File: config.mk
export PLATFORM = sky130hd
export DESIGN_NAME = hid_boot_keyboard_key_decoder
export DESIGN_NICKNAME = d
export VERILOG_FILES = /design/src/sv/hbkd_pkg.sv /design/src/sv/hbkd_lane.sv /design/src/sv/hbkd_merge.sv /design/src/sv/hid_boot_keyboard_key_decoder.sv
export VERILOG_INCLUDE_DIRS = /design/src /design/src/sv
export SDC_FILE = /design/constraint.sdc
export NUM_CORES = 1
export LEC_CHECK = 0
export ABC_AREA = 1
export BUFFER_PORTS_ARGS = -buffer_cell sky130_fd_sc_hd__buf_2
export CORE_UTILIZATION = 55
export CTS_BUF_LIST = sky130_fd_sc_hd__clkbuf_4
export CTS_CLUSTER_SIZE = 16
export DETAILED_ROUTE_END_ITERATION = 8
export PLACE_DENSITY_LB_ADDON = 0.1
export SYNTH_ARGS = -nofsm -noshare
export SYNTH_HDL_FRONTEND = slang
export SYNTH_SLANG_ARGS = --single-unit
File: constraint.sdc
create_clock -name clk_i -period 4.1 [get_ports clk_i]
set_input_delay 0.205 -clock clk_i [delete_from_list [all_inputs] [get_ports clk_i]]
set_output_delay 0.205 -clock clk_i [all_outputs]
set_load 0.05 [all_outputs]
File: src/sv/hid_boot_keyboard_key_decoder_assert.svh
// assertion macros for the key decoder
`ifndef HID_BOOT_KEYBOARD_KEY_DECODER_ASSERT_SVH
`define HID_BOOT_KEYBOARD_KEY_DECODER_ASSERT_SVH

// plain property, checked out of reset
`define HBKD_ASSERT(lbl, prop, msg) \
  lbl: assert property (@(posedge clk_i) disable iff (!rst_ni) (prop)) else $error(msg);

// condition in one cycle implies a consequence in the next
`define HBKD_ASSERT_NEXT(lbl, pre, post, msg) \
  lbl: assert property (@(posedge clk_i) disable iff (!rst_ni) (pre) |=> (post)) \
    else $error(msg);

`endif

File: src/sv/hbkd_pkg.sv
`default_nettype none
package hbkd_pkg;

  localparam int KeySlots = 6;
  localparam int MapDepth = 53;

  localparam logic [6:0] MIN_REPORT_LEN = 7'd8;
  localparam logic [7:0] SHIFT_MASK     = 8'h22;
  localparam logic [7:0] FIRST_KEY      = 8'h04;
  localparam logic [7:0] LAST_MAPPED    = 8'h38;
  localparam logic [7:0] USAGE_UP       = 8'h52;
  localparam logic [7:0] USAGE_DOWN     = 8'h51;
  localparam logic [7:0] USAGE_RIGHT    = 8'h4F;
  localparam logic [7:0] USAGE_LEFT     = 8'h50;
  localparam logic [7:0] CHAR_NONE      = 8'd0;
  localparam logic [7:0] CHAR_DEL       = 8'd127;
  localparam logic [7:0] CHAR_UP        = 8'd128;
  localparam logic [7:0] CHAR_DOWN      = 8'd129;
  localparam logic [7:0] CHAR_RIGHT     = 8'd130;
  localparam logic [7:0] CHAR_LEFT      = 8'd131;

  typedef logic [KeySlots-1:0][7:0] key_arr_t;
  typedef logic [KeySlots-1:0]      slot_mask_t;
  typedef logic [2:0]               slot_idx_t;

  typedef struct packed {
    logic       hit;
    logic [7:0] ch;
  } lane_t;

  typedef lane_t [KeySlots-1:0] lane_arr_t;

  localparam logic [7:0] PLAIN_MAP [MapDepth] = '{
    8'h61, 8'h62, 8'h63, 8'h64, 8'h65, 8'h66, 8'h67, 8'h68, 8'h69, 8'h6a, 8'h6b, 8'h6c, 8'h6d,
    8'h6e, 8'h6f, 8'h70, 8'h71, 8'h72, 8'h73, 8'h74, 8'h75, 8'h76, 8'h77, 8'h78, 8'h79, 8'h7a,
    8'h31, 8'h32, 8'h33, 8'h34, 8'h35, 8'h36, 8'h37, 8'h38, 8'h39, 8'h30,
    8'h0d, 8'h1b, CHAR_DEL, 8'h09, 8'h20, 8'h2d, 8'h3d, 8'h5b, 8'h5d, 8'h5c, 8'h23, 8'h3b,
    8'h27, 8'h60, 8'h2c, 8'h2e, 8'h2f
  };

  localparam logic [7:0] SHIFT_MAP [MapDepth] = '{
    8'h41, 8'h42, 8'h43, 8'h44, 8'h45, 8'h46, 8'h47, 8'h48, 8'h49, 8'h4a, 8'h4b, 8'h4c, 8'h4d,
    8'h4e, 8'h4f, 8'h50, 8'h51, 8'h52, 8'h53, 8'h54, 8'h55, 8'h56, 8'h57, 8'h58, 8'h59, 8'h5a,
    8'h21, 8'h40, 8'h23, 8'h24, 8'h25, 8'h5e, 8'h26, 8'h2a, 8'h28, 8'h29,
    8'h0d, 8'h1b, CHAR_DEL, 8'h09, 8'h20, 8'h5f, 8'h2b, 8'h7b, 8'h7d, 8'h7c, 8'h7e, 8'h3a,
    8'h22, 8'h7e, 8'h3c, 8'h3e, 8'h3f
  };

  function automatic logic [7:0] translate(input logic [7:0] usage, input logic shift);
    logic [7:0] off;
    logic [5:0] idx;
    logic [7:0] res;
    off = usage - FIRST_KEY;
    idx = off[5:0];
    res = CHAR_NONE;
    if (usage >= FIRST_KEY && usage <= LAST_MAPPED) begin
      res = shift ? SHIFT_MAP[idx] : PLAIN_MAP[idx];
    end else if (usage == USAGE_UP) begin
      res = CHAR_UP;
    end else if (usage == USAGE_DOWN) begin
      res = CHAR_DOWN;
    end else if (usage == USAGE_RIGHT) begin
      res = CHAR_RIGHT;
    end else if (usage == USAGE_LEFT) begin
      res = CHAR_LEFT;
    end
    return res;
  endfunction

endpackage
`default_nettype wire

File: src/sv/hbkd_lane.sv
`default_nettype none
module hbkd_lane (
  input  logic [7:0]        key_i,
  input  hbkd_pkg::key_arr_t prev_i,
  input  logic              shift_i,
  output hbkd_pkg::lane_t   lane_o
);

  logic       seen;
  logic [7:0] ch;

  always_comb begin
    seen = 1'b0;
    for (int j = 0; j < hbkd_pkg::KeySlots; j++) begin
      if (prev_i[j] == key_i) begin
        seen = 1'b1;
      end
    end
  end

  assign ch         = hbkd_pkg::translate(key_i, shift_i);
  assign lane_o.ch  = ch;
  assign lane_o.hit = (key_i >= hbkd_pkg::FIRST_KEY) && !seen && (ch != hbkd_pkg::CHAR_NONE);

endmodule
`default_nettype wire

File: src/sv/hbkd_merge.sv
`default_nettype none
`include "hid_boot_keyboard_key_decoder_assert.svh"
module hbkd_merge (
  input  logic                 clk_i,
  input  logic                 rst_ni,
  input  logic                 load_i,
  input  hbkd_pkg::lane_arr_t  lanes_i,
  output logic                 empty_o,
  output logic                 out_valid_o,
  input  logic                 out_ready_i,
  output logic [7:0]           out_char_o,
  output logic                 out_last_o
);

  hbkd_pkg::slot_mask_t  mask_q, mask_d, rest;
  logic [hbkd_pkg::KeySlots-1:0][7:0] chars_q;
  logic                  out_valid_q, out_valid_d;
  logic [7:0]            out_char_q, pick_char;
  logic                  out_last_q;
  logic                  out_load, pop;
  hbkd_pkg::slot_idx_t   pick;

  assign out_load = !out_valid_q || out_ready_i;
  assign pop      = out_load && (mask_q != '0);
  assign empty_o  = (mask_q == '0);

  // lowest pending slot goes first
  always_comb begin
    pick = '0;
    for (int i = hbkd_pkg::KeySlots - 1; i >= 0; i--) begin
      if (mask_q[i]) begin
        pick = 3'(i);
      end
    end
  end

  always_comb begin
    rest       = mask_q;
    rest[pick] = 1'b0;
    pick_char  = chars_q[pick];
  end

  always_comb begin
    mask_d = mask_q;
    if (load_i) begin
      for (int i = 0; i < hbkd_pkg::KeySlots; i++) begin
        mask_d[i] = lanes_i[i].hit;
      end
    end else if (pop) begin
      mask_d = rest;
    end
  end

  assign out_valid_d = out_load ? (mask_q != '0) : out_valid_q;

  always_ff @(posedge clk_i or negedge rst_ni) begin
    if (!rst_ni) begin
      mask_q      <= '0;
      out_valid_q <= 1'b0;
    end else begin
      mask_q      <= mask_d;
      out_valid_q <= out_valid_d;
    end
  end

  always_ff @(posedge clk_i) begin
    if (load_i) begin
      for (int i = 0; i < hbkd_pkg::KeySlots; i++) begin
        chars_q[i] <= lanes_i[i].ch;
      end
    end
    if (pop) begin
      out_char_q <= pick_char;
      out_last_q <= (rest == '0);
    end
  end

  assign out_valid_o = out_valid_q;
  assign out_char_o  = out_char_q;
  assign out_last_o  = out_last_q;

  `HBKD_ASSERT(a_load_when_drained, !load_i || (mask_q == '0), "report loaded over pending events")
  `HBKD_ASSERT_NEXT(a_pop_shrinks, pop, $countones(mask_q) == $countones($past(mask_q)) - 1, "pop did not retire one event")
  `HBKD_ASSERT_NEXT(a_final_is_last, pop && ($countones(mask_q) == 1), out_valid_q && out_last_q, "final event not marked last")
  `HBKD_ASSERT_NEXT(a_more_not_last, pop && ($countones(mask_q) > 1), !out_last_q, "early event marked last")

endmodule
`default_nettype wire

File: src/sv/hid_boot_keyboard_key_decoder.sv
// channel   dir  handshake                          payload
// s_axis    in   s_axis_tvalid_i / s_axis_tready_o  tdata: report length, modifiers, six keys
// m_axis    out  m_axis_tvalid_o / m_axis_tready_i  tdata: key char, tlast: final event
//
// a report is taken when no event of the previous one is still queued
// a report with key events holds the input until they have all left the queue, one with none leaves it ready
// events leave one per cycle while the output is not stalled, from the event queue through the output register
// reset clears the previous-report keys, the queue and the output valid
// a stalled output holds its beat; the queue waits behind it
`default_nettype none
module hid_boot_keyboard_key_decoder (
  input  logic        clk_i,
  input  logic        rst_ni,
  input  logic        s_axis_tvalid_i,
  output logic        s_axis_tready_o,
  // [6:0] report_length, [14:7] modifiers, [22:15] key_0, [30:23] key_1,
  // [38:31] key_2, [46:39] key_3, [54:47] key_4, [62:55] key_5, [63] zero
  input  logic [63:0] s_axis_tdata_i,
  output logic        m_axis_tvalid_o,
  input  logic        m_axis_tready_i,
  // [7:0] key_char
  output logic [7:0]  m_axis_tdata_o,
  output logic        m_axis_tlast_o
);

  hbkd_pkg::key_arr_t  keys, prev_q;
  hbkd_pkg::lane_arr_t lanes;
  logic [6:0]          report_length;
  logic [7:0]          modifiers;
  logic                shift, accept, load, empty;

  assign report_length = s_axis_tdata_i[6:0];
  assign modifiers     = s_axis_tdata_i[14:7];
  assign shift         = (modifiers & hbkd_pkg::SHIFT_MASK) != 8'h00;

  always_comb begin
    for (int i = 0; i < hbkd_pkg::KeySlots; i++) begin
      keys[i] = s_axis_tdata_i[15 + 8*i +: 8];
    end
  end

  assign s_axis_tready_o = empty;
  assign accept          = s_axis_tvalid_i && s_axis_tready_o;
  assign load            = accept && (report_length >= hbkd_pkg::MIN_REPORT_LEN);

  for (genvar g = 0; g < hbkd_pkg::KeySlots; g++) begin : g_lane
    hbkd_lane u_lane (
      .key_i   (keys[g]),
      .prev_i  (prev_q),
      .shift_i (shift),
      .lane_o  (lanes[g])
    );
  end

  always_ff @(posedge clk_i or negedge rst_ni) begin
    if (!rst_ni) begin
      prev_q <= '0;
    end else if (load) begin
      prev_q <= keys;
    end
  end

  hbkd_merge u_merge (
    .clk_i       (clk_i),
    .rst_ni      (rst_ni),
    .load_i      (load),
    .lanes_i     (lanes),
    .empty_o     (empty),
    .out_valid_o (m_axis_tvalid_o),
    .out_ready_i (m_axis_tready_i),
    .out_char_o  (m_axis_tdata_o),
    .out_last_o  (m_axis_tlast_o)
  );

endmodule
`default_nettype wire

==> run metrics, run 1 <==
Max VDD drop=0.0005477 V; most used cell, CP=nand2_1; top cells by area, synth=nand2_1, edfxtp_1, dfrtp_1, nand3_1, xor2_1; worst reg-to-reg setup slack=1340 ps; Layout area overhead=1.525%; Overall Power=6849 µW; # DRC=0; chip height=163.6 µm; first-pass GRT wire length=81,160 µm; initial antenna violation count=3; required time worst endpoint=4620 ps; vias per cell=6.195; Clk pin slew, worst setup/hold paths=230 ps; placed inst area=0.01437 mm²; drt first-iter violations=2,283; area leader, netlist=nand2_1; Ports=79; final instance area=0.01458 mm²; grt ovf=0; Final ANT Viol Nets=0; CP Launch Point=u_merge.mask_q[3]$_DFFE_PN0P_; clock buffer depth=2; layout cells sized above 1=8.025%; Yosys cell types=53; commonest cells after routing, fill and taps aside=nand2_1, nor2_1, nand3_1, inv_1, o21ai_0; Seq/Total Area, Yosys=21.51%; total setup violations reported at the end of the flow=0; Slew @ Worst Pin=961.1 ps; via count=15,800; Hold Vio Cnt, Final=0; Mapped Nets=2,413; final core occ=57.39%; crit path max fanout=34; EDFF count, synth=57; Max stage delay on crit path=760 ps; critical path class=reg -> reg; Worst setup SP type=flip-flop; max-cap violations=0; total wire length=53,510 µm; Rows=58; Synth warnings=0; CTS buffer count=9; Syn Std Cell Area=0.01436 mm²; ys flop type=edfxtp_1; Worst slew margin=35.93%; HPWL after DPL=38,050 µm; total leakage power=0.006944 µW; Setup Skew=49.52 ps; f_max=0.3627 GHz; Root Buffer Master=clkbuf_4; CP Capture Point=u_merge.mask_q[1]$_DFFE_PN0P_; vias in the first global route=13,960; r2r endpoint=u_merge.mask_q[1]$_DFFE_PN0P_; Core ar.=0.02540 mm²; CP Data Arrival Time=3270 ps; CTS H-tree depth=3; most common cell after layout, fill and taps aside=nand2_1; cells along the critical path=nor2_1 > nand2_1 > nor2_2 > nand2_2 > inv_2 > nand2_1 > nor2_1 > nand2_1 > nor2_1 > nand2_1 > nand2_1; Critical-path top delay cell=inv_2; Port Buffers=68; post-DR wirelength/cell=20.98 µm; CP endpoint kind=flip-flop; clock sinks=112; Mapped Cells=2,273; fin. max-slew vios=0; Synth top area share=17.93%; outcome=finished clean; initial core utilization=56.53%; Post-synth ARST share=49.11%; Die Area=0.02676 mm²; period utilization=67.26%; #FFs+latches synth=112; CTS tree=done; largest net degree at the start of global routing=62; Pre-antenna DRT Iters=8; Period minus WS final=2757 ps; Synth Area per Inst=6.317 µm²; global placement routability congestion=1.038; worst hold path class=in -> reg; GRT Util Overall=39.86%; PwrDens=469.8 mW/mm²; Clock Latency Late Sink=560 ps; RSZ-0062 raised after global routing=false; die width=163.6 µm; Final #Nets=2,353; R2R depth=11; setup TNS=0 ps; r2r startpoint=u_merge.mask_q[3]$_DFFE_PN0P_; Post-CTS Setup Bufs=0
==> routing by layer <==
metal  global-route usage (%)  share of wire [%]
met3                    8.710                 12
met5                        0              0.024
met1                    56.31                 42
met2                    58.47                 42
met4                    15.91                4.2
==> cell type report <==
class,count,area (µm²)
diodes,2,5.005
clock buffers,9,67.56
clock inverters,7,101.3
fillers,2546,10820
inverters,195,762.0
multi-input cells,1810,9653
flip-flops and latches,112,3088
well taps,330,412.9
repair buffers,85,488.0
==> critical path: cells and delay by family, from the launching register on <==
| family | cells | cell delay (ps) |
|---|---|---|
| DFF | 1 | 450 |
| and+or+nand+nor | 10 | 1510 |
| buffers and inverters | 1 | 760 |
==> logic make-up after synthesis <==
| family | Yosys count | synth area share (%) |
|---|---|---|
| compound gates | 282 | 11.08 |
| xor+xnor | 172 | 10.94 |
| fa+ha+maj | 72 | 6.274 |
| buf+inv | 351 | 11.32 |
| flops | 112 | 21.51 |
| simple gates | 1284 | 38.88 |
==> state kept, by name, summed over array words and instances (netlist names) <==
register,cells
prev_q,48
u_merge.chars_q,48
u_merge.out_char_o,8
u_merge.mask_q,6
u_merge.out_last_o,1
u_merge.out_valid_o,1
==> report_power, final <==
group / switching (µW) / leakage (µW) / internal [µW]
Clock: 475 / 0.0000869 / 159
Combinational: 2400 / 0.00563 / 1230
Sequential: 1010 / 0.00123 / 1570
Total: 3890 / 0.00694 / 2960
==> cells in the mapped netlist, types with 5 or more instances <==
master and count:
edfxtp_1 57, inv_4 6, buf_2 54, buf_4 32, inv_1 164, nor3_1 58, a211oi_1 5, buf_6 12
dfrtp_1 55, o211ai_1 26, or2_2 9, o21ai_1 7, nor2_1 207, a31oi_1 9, a21oi_1 64, nor4_1 18
nand2_2 10, o31ai_1 5, o21ai_0 141, xor2_1 107, nand2_1 686, inv_2 20, ha_1 72, o311ai_0 5
nor2_2 7, clkbuf_1 58, nand3_1 190, nand4_1 82, xnor2_1 61
==> what timing repair did <==
item                                   CTS  global route
resized for setup                        0             0
hold buffers                             3             0
endpoints found under the hold margin   37             0
==> how the worst min path moves through the flow <==
stage                                      end  slack, ps               start  depth (start not counted)
4_1_cts                 prev_q[39]$_DFFE_PN0P_         50  s_axis_tdata_i[54]                          3
3_3_place_gp             prev_q[8]$_DFFE_PN0P_        380              rst_ni                          1
3_5_place_dp   u_merge.out_valid_o$_DFFE_PN0N_        380              rst_ni                          1
6_report                prev_q[39]$_DFFE_PN0P_         80  s_axis_tdata_i[54]                          3
2_1_floorplan            prev_q[0]$_DFFE_PN0P_        -90              rst_ni                          0
5_1_grt                 prev_q[22]$_DFFE_PN0P_         80  s_axis_tdata_i[37]                          3
==> per-stage QoR <==
stage	setup WS, ps	hold slack (ps)	instances
5_1_grt	1017	79.08	2550
2_1_floorplan	1603	-90.59	2273
4_1_cts	1388	51.61	2548
3_5_place_dp	1077	379.7	2529
3_3_place_gp	1115	384.6	2529
6_report	1343	82.75	2550
Note: power is estimated with default switching activity, not from simulation.
==> run 2, diff against run 1 <==
--- a/config.mk
+++ b/config.mk
@@ -6,7 +6,7 @@
 export SDC_FILE = /design/constraint.sdc
 export NUM_CORES = 1
 export LEC_CHECK = 0
-export ABC_AREA = 1
+export ABC_AREA = 0
 export BUFFER_PORTS_ARGS = -buffer_cell sky130_fd_sc_hd__buf_2
 export CORE_UTILIZATION = 55
 export CTS_BUF_LIST = sky130_fd_sc_hd__clkbuf_4
==> constraint.sdc (replaced) <==
create_clock -name clk_i -period 2.9 [get_ports clk_i]
set_input_delay 0.145 -clock clk_i [delete_from_list [all_inputs] [get_ports clk_i]]
set_output_delay 0.145 -clock clk_i [all_outputs]
set_load 0.05 [all_outputs]
==> run metrics, run 2 <==
CTS tree=done (unchanged); post-DR wirelength/cell=22.54 µm (was 20.98 µm); synth cell count leaders=xnor2_1, xor2_1, o21ai_0, clkbuf_1, a21oi_1 (was nand2_1, nor2_1, nand3_1, inv_1, o21ai_0); clock buffer depth=2 (unchanged); top cells by area, synth=edfxtp_1, dfrtp_1, xnor2_1, xor2_1, ha_1 (was nand2_1, edfxtp_1, dfrtp_1, nand3_1, xor2_1); CP Launch Point=u_merge.mask_q[0]$_DFFE_PN0P_ (was u_merge.mask_q[3]$_DFFE_PN0P_); cells along the critical path=nor4_1 > and2_1 > and3_4 > o21ai_0 > nor4_1 > o41ai_1 > nand2_1 (was nor2_1 > nand2_1 > nor2_2 > nand2_2 > inv_2 > nand2_1 > nor2_1 > nand2_1 > nor2_1 > nand2_1 > nand2_1); outcome=finished clean (unchanged); Layout area overhead=6.954% (was 1.525%); Seq/Total Area, Yosys=22.95% (was 21.51%); chip height=158.4 µm (was 163.6 µm); Period minus WS final=2628 ps (was 2757 ps); area leader, netlist=edfxtp_1 (was nand2_1); Pre-antenna DRT Iters=6 (was 8); final core occ=60.60% (was 57.39%); vias per cell=6.602 (was 6.195); PwrDens=741.0 mW/mm² (was 469.8 mW/mm²); final instance area=0.01439 mm² (was 0.01458 mm²); Core ar.=0.02375 mm² (was 0.02540 mm²); Rows=56 (was 58); Mapped Cells=1,644 (was 2,273); Max VDD drop=0.0007254 V (was 0.0005477 V); Fill cells=2,150 (was 2,546); first-pass GRT wire length=67,740 µm (was 81,160 µm); initial core utilization=56.66% (was 56.53%); die width=158.4 µm (was 163.6 µm); Hold Vio Cnt, Final=0 (unchanged); HPWL after DPL=31,520 µm (was 38,050 µm); Synth warnings=0 (unchanged); most used cell, CP=nor4_1 (was nand2_1); total wire length=44,150 µm (was 53,510 µm); commonest cells after routing, fill and taps aside=xnor2_1, xor2_1, o21ai_0, a21oi_1, nand2_1 (was nand2_1, nor2_1, nand3_1, inv_1, o21ai_0); Post-synth ARST share=49.11% (unchanged); Worst setup SP type=flip-flop (unchanged); # DRC=0 (unchanged); clock sinks=112 (unchanged); worst hold path class=in -> reg (unchanged); Mapped Nets=1,784 (was 2,413); Die Area=0.02510 mm² (was 0.02676 mm²); Port Buffers=68 (unchanged); global placement routability congestion=0.9657 (was 1.038); CP endpoint kind=flip-flop (unchanged); setup TNS=0 ps (unchanged); critical path class=reg -> reg (unchanged); EDFF count, synth=57 (unchanged); Setup Skew=34.46 ps (was 49.52 ps); Final #Nets=1,774 (was 2,353); vias in the first global route=11,790 (was 13,960); Ports=79 (unchanged); R2R depth=7 (was 11); period utilization=90.62% (was 67.26%); Crit path buffers/inverters=0 (was 1); Hold Startpoint=s_axis_tdata_i[37] (was s_axis_tdata_i[54]); required time worst endpoint=3370 ps (was 4620 ps); Synth top area share=12.72% (was 17.93%); largest net degree at the start of global routing=43 (was 62); f_max=0.3805 GHz (was 0.3627 GHz); total leakage power=0.005563 µW (was 0.006944 µW); fin. max-slew vios=0 (unchanged); Root Buffer Master=clkbuf_4 (unchanged); CTS buffer count=9 (unchanged); placed inst area=0.01422 mm² (was 0.01437 mm²); Max stage delay on crit path=590 ps (was 760 ps); most common cell after layout, fill and taps aside=xnor2_1 (was nand2_1); total setup violations reported at the end of the flow=0 (unchanged); ys flop type=edfxtp_1 (unchanged); Critical-path top delay cell=nor4_1 (was inv_2); Post-CTS Setup Bufs=0 (unchanged); CP Data Arrival Time=3100 ps (was 3270 ps); Yosys cell types=73 (was 53); #FFs+latches synth=112 (unchanged); CTS H-tree depth=3 (unchanged); Resized cells post-CTS=0 (unchanged); Slew @ Worst Pin=1102 ps (was 961.1 ps); Worst slew margin=26.06% (was 35.93%); GRT Util Overall=35.38% (was 39.86%); grt ovf=0 (unchanged); layout cells sized above 1=15.19% (was 8.025%); Synth Area per Inst=8.186 µm² (was 6.317 µm²); crit path max fanout=20 (was 34); r2r startpoint=u_merge.mask_q[0]$_DFFE_PN0P_ (was u_merge.mask_q[3]$_DFFE_PN0P_); Final ANT Viol Nets=0 (unchanged); Syn Std Cell Area=0.01346 mm² (was 0.01436 mm²); drt first-iter violations=1,583 (was 2,283); max-cap violations=0 (unchanged); Clk pin slew, worst setup/hold paths=190 ps (was 230 ps); Largest delay share family, worst path=simple AND/OR/NAND/NOR gates (unchanged); via count=12,930 (was 15,800); RSZ-0062 raised after global routing=false (unchanged); Levels on crit path=7 (was 11); Clock Latency Late Sink=540 ps (was 560 ps); initial antenna violation count=1 (was 3); count leader, synth=xnor2_1 (was nand2_1); worst hold path depth=2 (was 3)
[run 2: cell types whose count changed in the layout (fill, tap and decap cells not counted), moves of 34 or more]
cell,before,now
a21oi_1,64,98
buf_4,13,92
inv_1,163,41
mux2_2,0,59
mux2i_1,0,34
nand2_1,685,95
nand3_1,190,38
nand4_1,82,47
nor2_1,207,79
o21ai_0,141,104
xnor2_1,61,157
xor2_1,107,155
[run 2: repair_timing]
item                                   4_1_cts  5_1_grt
setup endpoints to repair                    0        0
endpoints found under the hold margin       25        1
hold buffers                                 1        1
[run 2: cell type report]
cell class	instances	area (µm²)	share of cell area [%]
well taps	319	399.1	2.773
repair buffers	164	1091	7.580
multi-input cells	1303	9499	65.99
clock buffers	9	67.56	0.4694
flip-flops and latches	112	3088	21.45
clock inverters	7	81.33	0.5650
diodes	1	2.502	0.01739
inverters	44	165.2	1.147
[run 2: worst register-to-register path: stages, from the launching register on]
cell and delay [ps]:
dfrtp_1 500, nor4_1 360, and2_1 260, and3_4 430, o21ai_0 180, nor4_1 590
o41ai_1 180, nand2_1 90
[run 2: final timing paths]
check | endpoint | slack, ps
min in group asynchronous | prev_q[14]$_DFFE_PN0P_ | 150
min reg2reg | u_merge.mask_q[1]$_DFFE_PN0P_ | 650
max | u_merge.mask_q[0]$_DFFE_PN0P_ | 270
min | prev_q[22]$_DFFE_PN0P_ | 90
max in group asynchronous | prev_q[40]$_DFFE_PN0P_ | 1850
max reg2reg | u_merge.mask_q[0]$_DFFE_PN0P_ | 270
[run 2: cell families after synthesis]
family                     after synthesis  synth area share [%]
adders and majority gates               72                 6.694
AOI/OAI and AO/OA                      419                 20.25
and+or+nand+nor                        403                 15.15
muxes                                   96                 7.968
DFF                                    112                 22.95
xor gates and xnor gates               313                 20.43
buffers and inverters                  229                 6.564
[run 2: layer usage]
metal / wire [µm] / track usage (%) / vias up
met4: 1214 / 11.63 / 0
met5: 0 / 0 / -
li1: - / - / 5901
met1: 19080 / 50.09 / 6218
met3: 3896 / 4.682 / 106
met2: 19960 / 55.37 / 708
[run 2: per-stage QoR]
step	hold WS, ps	std cells	power [µW]	setup WS [ps]
5_1_grt	86.54	1959	11250	141.9
3_3_place_gp	223.5	1940	9505	299.2
6_report	94.77	1959	10670	271.9
2_1_floorplan	-150.6	1644	8043	127.8
3_5_place_dp	225.0	1940	9706	284.0
4_1_cts	12.32	1957	10520	327.9
[run 2: power by group]
part	total [µW]	internal (µW)	switching, µW
Combinational	5720	2720	2990
Sequential	4120	2450	1680
Clock	824	212	612
Total	10700	5380	5280
